$ cat src/hw/rtl/primality_test_64bit_top_defines.svh
// assertion macros for the primality test block
// used by files that carry concurrent assertions
`ifndef PRIMALITY_TEST_64BIT_TOP_DEFINES_SVH
`define PRIMALITY_TEST_64BIT_TOP_DEFINES_SVH
// implication checked on every clock edge out of reset
`define PT_ASSERT_IMPL(label, ante, cons) \
    label: assert property (@(posedge clk) disable iff (!rst_n) (ante) |-> (cons)) \
        else $error("assertion failed");
// next-cycle implication out of reset
`define PT_ASSERT_NEXT(label, ante, cons) \
    label: assert property (@(posedge clk) disable iff (!rst_n) (ante) |=> (cons)) \
        else $error("assertion failed");
`endif

$ cat src/hw/rtl/ptest_pkg.sv
// shared types and constants for the primality test block
// no dependencies
package ptest_pkg;
    localparam int NUM_BASES = 12;
    localparam int BASE_IDX_W = 4;
    localparam int BASE_W = 6;

    function automatic logic [BASE_W-1:0] base_value(input logic [BASE_IDX_W-1:0] idx);
        logic [BASE_W-1:0] v;
        begin
            case (idx)
                4'd0: v = 6'd2;
                4'd1: v = 6'd3;
                4'd2: v = 6'd5;
                4'd3: v = 6'd7;
                4'd4: v = 6'd11;
                4'd5: v = 6'd13;
                4'd6: v = 6'd17;
                4'd7: v = 6'd19;
                4'd8: v = 6'd23;
                4'd9: v = 6'd29;
                4'd10: v = 6'd31;
                4'd11: v = 6'd37;
                default: v = 6'd2;
            endcase
            return v;
        end
    endfunction

    typedef struct packed {
        logic go;
        logic busy;
        logic done;
    } mm_ctrl_t;
endpackage

$ cat src/hw/rtl/ptest_mulmod.sv
// bit-serial modular multiplier, one multiplier bit per cycle (double and add)
// depends on ptest_pkg and the assertion macro header
`include "primality_test_64bit_top_defines.svh"
module ptest_mulmod #(
    parameter int WIDTH = 64
) (
    input  logic                clk,
    input  logic                rst_n,
    input  logic                go,
    input  logic [WIDTH-1:0]    a,
    input  logic [WIDTH-1:0]    b,
    input  logic [WIDTH-1:0]    n,
    output ptest_pkg::mm_ctrl_t ctrl,
    output logic [WIDTH-1:0]    r
);
    import ptest_pkg::*;

    localparam int CNT_W = $clog2(WIDTH + 1);

    logic [WIDTH-1:0] r_reg, r_next;
    logic [WIDTH-1:0] b_reg, b_next;
    logic [CNT_W-1:0] cnt_reg, cnt_next;
    logic             busy_reg, busy_next;
    logic             done_reg, done_next;
    logic [WIDTH:0]   dbl, dbl_red, add, add_red;

    always_comb
    begin
        dbl = {r_reg, 1'b0};
        dbl_red = (dbl >= {1'b0, n}) ? dbl - {1'b0, n} : dbl;
        add = dbl_red + {1'b0, a};
        add_red = (add >= {1'b0, n}) ? add - {1'b0, n} : add;
        r_next = r_reg;
        b_next = b_reg;
        cnt_next = cnt_reg;
        busy_next = busy_reg;
        done_next = 1'b0;
        if (go && !busy_reg)
        begin
            r_next = '0;
            b_next = b;
            cnt_next = CNT_W'(WIDTH);
            busy_next = 1'b1;
        end
        else if (busy_reg)
        begin
            r_next = b_reg[WIDTH-1] ? add_red[WIDTH-1:0] : dbl_red[WIDTH-1:0];
            b_next = {b_reg[WIDTH-2:0], 1'b0};
            cnt_next = cnt_reg - 1'b1;
            if (cnt_reg == CNT_W'(1))
            begin
                busy_next = 1'b0;
                done_next = 1'b1;
            end
        end
    end

    always_ff @(posedge clk or negedge rst_n)
    begin
        if (!rst_n)
        begin
            cnt_reg <= '0;
            busy_reg <= 1'b0;
            done_reg <= 1'b0;
        end
        else
        begin
            cnt_reg <= cnt_next;
            busy_reg <= busy_next;
            done_reg <= done_next;
        end
    end

    always_ff @(posedge clk)
    begin
        r_reg <= r_next;
        b_reg <= b_next;
    end

    assign r = r_reg;
    assign ctrl.go = go;
    assign ctrl.busy = busy_reg;
    assign ctrl.done = done_reg;

    `PT_ASSERT_IMPL(a_done_idle, done_reg, !busy_reg)
    `PT_ASSERT_NEXT(a_go_busy, go && !busy_reg, busy_reg)
    `PT_ASSERT_IMPL(a_cnt_zero, !busy_reg, cnt_reg == '0)
endmodule

$ cat src/hw/rtl/primality_test_64bit_top.sv
// top level of the deterministic 64-bit primality test
// depends on ptest_pkg, ptest_mulmod and the assertion macro header
//
// usage: drive candidate and pulse start while busy is low; the item is
// taken at that edge and busy rises. one item at a time; a new item may
// be taken at the edge that ends the done cycle.
// the answer appears on prime_flag with done high for exactly one cycle,
// and busy drops in that same cycle. the receiver cannot stall.
// processing: trivial candidates (0, 1, 2, even) go from S_CHECK straight to
// S_FINISH. others run up to twelve bases; each base first reduces the base
// mod n by repeated subtraction, then computes base^d mod n (one multiply
// per set bit of d plus one square per bit) and up to s-1 squarings. every
// modular multiply is bit-serial in ptest_mulmod, and all of them run on
// the single shared multiplier.
// reset clears all control state; nothing is pending after reset.
`include "primality_test_64bit_top_defines.svh"
module primality_test_64bit_top #(
    parameter int WIDTH = 64
) (
    input  logic        clk,
    input  logic        rst_n,
    input  logic        start,
    input  logic [63:0] candidate,
    output logic        busy,
    output logic        done,
    output logic        prime_flag
);
    import ptest_pkg::*;

    localparam int SW = $clog2(WIDTH + 1);

    typedef enum logic [3:0] {
        S_IDLE, S_CHECK, S_SPLIT, S_BASE, S_REDUCE, S_EXP_BIT, S_EXP_MUL, S_EXP_SQ,
        S_EVAL, S_SQ, S_SQ_EVAL, S_FINISH
    } state_t;

    state_t               state_reg;
    logic [WIDTH-1:0]     n_reg, d_reg, e_reg, acc_reg, b_reg;
    logic [SW-1:0]        s_reg, i_reg;
    logic [BASE_IDX_W-1:0] k_reg;
    logic                 pend_reg;
    logic                 done_reg, flag_reg;
    logic                 mm_go_reg;
    logic [WIDTH-1:0]     mm_a_reg, mm_b_reg;
    mm_ctrl_t             mm_ctrl;
    logic [WIDTH-1:0]     mm_r;
    logic [WIDTH-1:0]     nm1, base_w;

    assign nm1 = n_reg - 1'b1;
    assign base_w = WIDTH'(base_value(k_reg));

    ptest_mulmod #(.WIDTH(WIDTH)) u_mm (
        .clk(clk), .rst_n(rst_n), .go(mm_go_reg),
        .a(mm_a_reg), .b(mm_b_reg), .n(n_reg),
        .ctrl(mm_ctrl), .r(mm_r)
    );

    always_ff @(posedge clk or negedge rst_n)
    begin
        if (!rst_n)
        begin
            state_reg <= S_IDLE;
            done_reg <= 1'b0;
            flag_reg <= 1'b0;
            mm_go_reg <= 1'b0;
            pend_reg <= 1'b0;
            k_reg <= '0;
            s_reg <= '0;
            i_reg <= '0;
        end
        else
        begin
            done_reg <= 1'b0;
            mm_go_reg <= 1'b0;
            case (state_reg)
                S_IDLE:
                begin
                    if (start)
                    begin
                        n_reg <= candidate[WIDTH-1:0];
                        state_reg <= S_CHECK;
                    end
                end
                S_CHECK:
                begin
                    if (n_reg <= WIDTH'(1) || (!n_reg[0] && n_reg != WIDTH'(2)))
                    begin
                        flag_reg <= 1'b0;
                        state_reg <= S_FINISH;
                    end
                    else if (n_reg == WIDTH'(2))
                    begin
                        flag_reg <= 1'b1;
                        state_reg <= S_FINISH;
                    end
                    else
                    begin
                        d_reg <= nm1;
                        s_reg <= '0;
                        k_reg <= '0;
                        state_reg <= S_SPLIT;
                    end
                end
                S_SPLIT:
                begin
                    if (!d_reg[0])
                    begin
                        d_reg <= d_reg >> 1;
                        s_reg <= s_reg + 1'b1;
                    end
                    else
                        state_reg <= S_BASE;
                end
                S_BASE:
                begin
                    if (k_reg == BASE_IDX_W'(NUM_BASES))
                    begin
                        flag_reg <= 1'b1;
                        state_reg <= S_FINISH;
                    end
                    else
                    begin
                        b_reg <= base_w;
                        state_reg <= S_REDUCE;
                    end
                end
                S_REDUCE:
                begin
                    // base mod n by repeated subtraction; a multiple of n passes
                    if (b_reg >= n_reg)
                        b_reg <= b_reg - n_reg;
                    else if (b_reg == '0)
                    begin
                        k_reg <= k_reg + 1'b1;
                        state_reg <= S_BASE;
                    end
                    else
                    begin
                        acc_reg <= WIDTH'(1);
                        e_reg <= d_reg;
                        state_reg <= S_EXP_BIT;
                    end
                end
                S_EXP_BIT:
                begin
                    if (e_reg == '0)
                        state_reg <= S_EVAL;
                    else if (e_reg[0])
                    begin
                        mm_a_reg <= acc_reg;
                        mm_b_reg <= b_reg;
                        mm_go_reg <= 1'b1;
                        pend_reg <= 1'b1;
                        state_reg <= S_EXP_MUL;
                    end
                    else
                    begin
                        mm_a_reg <= b_reg;
                        mm_b_reg <= b_reg;
                        mm_go_reg <= 1'b1;
                        pend_reg <= 1'b1;
                        state_reg <= S_EXP_SQ;
                    end
                end
                S_EXP_MUL:
                begin
                    if (mm_ctrl.done)
                    begin
                        acc_reg <= mm_r;
                        mm_a_reg <= b_reg;
                        mm_b_reg <= b_reg;
                        mm_go_reg <= 1'b1;
                        state_reg <= S_EXP_SQ;
                    end
                end
                S_EXP_SQ:
                begin
                    if (mm_ctrl.done)
                    begin
                        b_reg <= mm_r;
                        e_reg <= e_reg >> 1;
                        pend_reg <= 1'b0;
                        state_reg <= S_EXP_BIT;
                    end
                end
                S_EVAL:
                begin
                    i_reg <= SW'(1);
                    if (acc_reg == WIDTH'(1) || acc_reg == nm1)
                    begin
                        k_reg <= k_reg + 1'b1;
                        state_reg <= S_BASE;
                    end
                    else
                        state_reg <= S_SQ_EVAL;
                end
                S_SQ_EVAL:
                begin
                    if (i_reg >= s_reg)
                    begin
                        flag_reg <= 1'b0;
                        state_reg <= S_FINISH;
                    end
                    else
                    begin
                        mm_a_reg <= acc_reg;
                        mm_b_reg <= acc_reg;
                        mm_go_reg <= 1'b1;
                        state_reg <= S_SQ;
                    end
                end
                S_SQ:
                begin
                    if (mm_ctrl.done)
                    begin
                        acc_reg <= mm_r;
                        i_reg <= i_reg + 1'b1;
                        if (mm_r == nm1)
                        begin
                            k_reg <= k_reg + 1'b1;
                            state_reg <= S_BASE;
                        end
                        else if (mm_r == WIDTH'(1))
                        begin
                            flag_reg <= 1'b0;
                            state_reg <= S_FINISH;
                        end
                        else
                            state_reg <= S_SQ_EVAL;
                    end
                end
                S_FINISH:
                begin
                    done_reg <= 1'b1;
                    state_reg <= S_IDLE;
                end
                default:
                    state_reg <= S_IDLE;
            endcase
        end
    end

    assign busy = (state_reg != S_IDLE);
    assign done = done_reg;
    assign prime_flag = flag_reg;

    `PT_ASSERT_NEXT(a_start_busy, start && !busy, busy)
    `PT_ASSERT_IMPL(a_done_idle, done_reg, !busy)
    `PT_ASSERT_IMPL(a_mm_no_overlap, mm_go_reg, !mm_ctrl.busy)
    `PT_ASSERT_IMPL(a_exp_pend, state_reg == S_EXP_SQ, pend_reg)
endmodule

$ cat config.mk
export PLATFORM = sky130hd
export DESIGN_NAME = primality_test_64bit_top
export DESIGN_NICKNAME = d
export VERILOG_FILES = /design/src/hw/rtl/ptest_pkg.sv /design/src/hw/rtl/ptest_mulmod.sv /design/src/hw/rtl/primality_test_64bit_top.sv
export VERILOG_INCLUDE_DIRS = /design/src /design/src/hw/rtl
export SDC_FILE = /design/constraint.sdc
export NUM_CORES = 2
export LEC_CHECK = 0
export BUFFER_PORTS_ARGS = -buffer_cell sky130_fd_sc_hd__buf_2
export CAP_MARGIN = 10
export CORE_UTILIZATION = 55
export CTS_BUF_LIST = sky130_fd_sc_hd__clkbuf_16
export DETAILED_ROUTE_END_ITERATION = 6
export PLACE_DENSITY_LB_ADDON = 0.12
export SLEW_MARGIN = 30
export SYNTH_ARGS = -nofsm -noshare
export SYNTH_HDL_FRONTEND = slang
export SYNTH_SLANG_ARGS = --single-unit
$ cat constraint.sdc
create_clock -name clk -period 16.3 [get_ports clk]
set_clock_uncertainty 0.2 [all_clocks]
set_input_delay 2.445 -clock clk [delete_from_list [all_inputs] [get_ports clk]]
set_output_delay 2.445 -clock clk [all_outputs]
set_load 0.01 [all_outputs]
==> impl_results.md <==
- Status: complete, but fails checks
- Failing checks: design-rule violations
- ANT nets after route: 0
- Hold Crit Class: reg -> reg
- Tcrit/Tclk final: 75.0%
- Dpl ws: 4.43 ns
- Worst Path Max Fanout: 84
- Largest net degree at the start of global routing: 85
- Nature of the critical path endpoint: flop
- Fin util: 60.6%
- Post_cts resized: 0
- Longest Clk Path Bufs: 3
- Max_slew headroom: 25.1%
- Layout Nets: 5583
- Synth top area cells: edfxtp_1 (33%), ha_1 (7.5%), nand2_1 (7.5%)
- Hold_buf cts: 0
- DR vias/cell: 6.79
- # IOs: 70
- Post-synth cell types: 95
- Syn Nets: 5612
- TritonCTS clock tree: done
- DRC viols: 1
- F_max: 0.0818 GHz
- Most common cell in the synthesized netlist: nand2_1
- Synth cell count leaders: nand2_1 (918), edfxtp_1 (512), a21oi_1 (476), nor2_1 (315), o21ai_0 (294)
- Postcts setup bufs: 0
- Setup TNS: 0 ns
- Slew @ Worst Pin: 1.11 ns
- Final Wtd Congestion: 1.06
- Cts bufs inserted: 72
- Unrepaired setup endpoints after global routing: no
- Initial antenna violation count: 7
- Routed wire length per instance: 29.2 um
- Tmin final: 12.22 ns
- CP max-delay cell: a2111oi_0
- Register bit count reported by yosys: 610
- Crit path kind: reg -> reg
- Final Hold Viols: 0
- Yosys warnings: 0
- First-pass GRT wire length: 266 mm
- Worst Path Arrival: 12.55 ns
- Starting Density: 55.8%
- Rows: 105
- # clock sinks: 610
- Fill cell count: 7330
- Buffers on Ports: 69
- Number of global-route vias before repair: 39557
- Core area: 82500 um2
- Die width: 291 um
- Share of layout cells above drive strength 1: 8.17%
- Syn Area/Cell: 8.75 um2
- Cell area after synthesis: 46100 um2
- Htree depth: 3
- Synth area leader: edfxtp_1
- Final Setup Violations: 0
- Die Y: 291 um
- Post-synth top area share: 33.4%
- Max Cap Violations: 0
- Total track usage: 42.6%
- Later-pin clock latency in the skew report: 0.65 ns
- Crit path top cell by count: buf_4
- Final wirelength: 186 mm
- Layout area overhead: 8.60%
- Fraction of registers with async set/reset: 5.57%
- Total gr overflow: 0
- Post-synth EDFFs: 512
- Clock slew at the register clock pins of the worst setup and hold paths: 0.06 ns
- Worst setup margin: 4.08 ns
- Routed vias: 43201
- Die area: 84900 um2
- Slew Limit Fails: 0
- Startpoint Class: flop
- Initial DRC count: 6298
- First drt pass iteration count: 7
- Final HPWL DP: 144 mm
- Peak per-stage delay on the critical path: 0.85 ns
- Sequential area share after synthesis: 38.0%
- Post-Synthesis Cells: 5264
- Prevailing post-synth register cell: edfxtp_1
- WP data required: 16.62 ns
- Root Buffer: clkbuf_16
-- path summary, 6_finish.rpt --
kind | from | endpoint | slack [ns] | cells past startpoint
max in group asynchronous | rst_n | s_reg[6]$_DFFE_PN0P_ | 13.63 | 1
hold / removal | u_mm.cnt_reg[6]$_DFFE_PN0P_ | u_mm.cnt_reg[6]$_DFFE_PN0P_ | 0.30 | 1
setup / recovery | n_reg[8]$_DFFE_PP_ | u_mm.r[48]$_SDFFE_PP0P_ | 4.08 | 37
min in group asynchronous | rst_n | prime_flag$_DFFE_PN0P_ | 1.70 | 1
hold reg to reg | u_mm.cnt_reg[6]$_DFFE_PN0P_ | u_mm.cnt_reg[6]$_DFFE_PN0P_ | 0.30 | 1
setup reg to reg | n_reg[8]$_DFFE_PP_ | u_mm.r[48]$_SDFFE_PP0P_ | 4.08 | 37
-- area by class of cell --
| class | instances | area [um2] | share of cell area [%] |
|---|---|---|---|
| multi-input cells | 4235 | 27200 | 54.3 |
| flip-flops and latches | 610 | 17500 | 35.0 |
| clock buffers | 72 | 1800 | 3.60 |
| well taps | 1070 | 1340 | 2.68 |
| repair buffers | 151 | 968 | 1.94 |
| clock inverters | 56 | 626 | 1.25 |
| inverters | 165 | 619 | 1.24 |
| diodes | 3 | 7.51 | 0.0150 |
-- stage by stage --
stage	instance area (um2)	std cells	hold WS [ns]
2_1_floorplan	46100	5264	0.246
3_5_place_dp	47600	6231	0.282
4_1_cts	50000	6359	0.292
6_report	50000	6362	0.300
5_1_grt	50000	6359	0.315
3_3_place_gp	47600	6231	0.281
-- kinds of logic (layout without fill, tap and decap cells) --
kind of cell / count (synthesis) / after routing / synth area share, %
xor gates and xnor gates: 412 / 412 / 7.92
muxes: 125 / 125 / 2.95
AOI/OAI and AO/OA: 1403 / 1403 / 19.3
other: 0 / 3 / 0
buffers and inverters: 419 / 444 / 3.47
and+or+nand+nor: 2014 / 2014 / 20.7
DFF: 610 / 610 / 38.0
adders and majority gates: 281 / 281 / 7.70
-- per-layer routing --
metal  vias to the layer above  global-route usage, %  share of wire, %
met2                      2868                   60.7                41
met3                       414                   10.2                13
met1                     20551                   61.0                41
met4                         8                   18.8               5.0
met5                         -                      0             0.034
li1                      19360                      -                 -
-- worst max-delay path: cells and delay by family, from the launching register on --
| family | cells | cell delay (ns) |
|---|---|---|
| buffers and inverters | 5 | 2.00 |
| and+or+nand+nor | 11 | 2.27 |
| AOI/OAI and AO/OA | 15 | 4.66 |
| muxes | 2 | 0.80 |
| DFF | 1 | 0.67 |
| xor gates and xnor gates | 1 | 0.18 |
| adders and majority gates | 3 | 1.18 |
-- layout by cell type, fill, tap and decap left out, types with 36 or more instances in the layout --
master,netlist,final
inv_1,163,167
nand2_1,918,913
edfxtp_1,512,512
a31oi_1,43,43
mux2_2,87,87
clkbuf_16,0,72
and3_1,52,52
nor4_1,127,123
mux2i_1,38,38
o21bai_1,45,45
o21a_1,36,36
dfxtp_1,64,64
o21ai_0,294,293
xor2_1,145,145
buf_4,0,80
buf_2,14,69
nor2b_1,96,96
a21oi_1,476,473
nand4_1,107,107
xnor2_1,264,264
nand2b_1,42,42
nor2_1,315,305
ha_1,277,277
o211ai_1,58,58
nand3_1,110,109
a21o_1,141,141
nor3_1,95,94
Power is not shown: default switching activity piles up to over one toggle a cycle in this logic, so the estimate is an artifact.
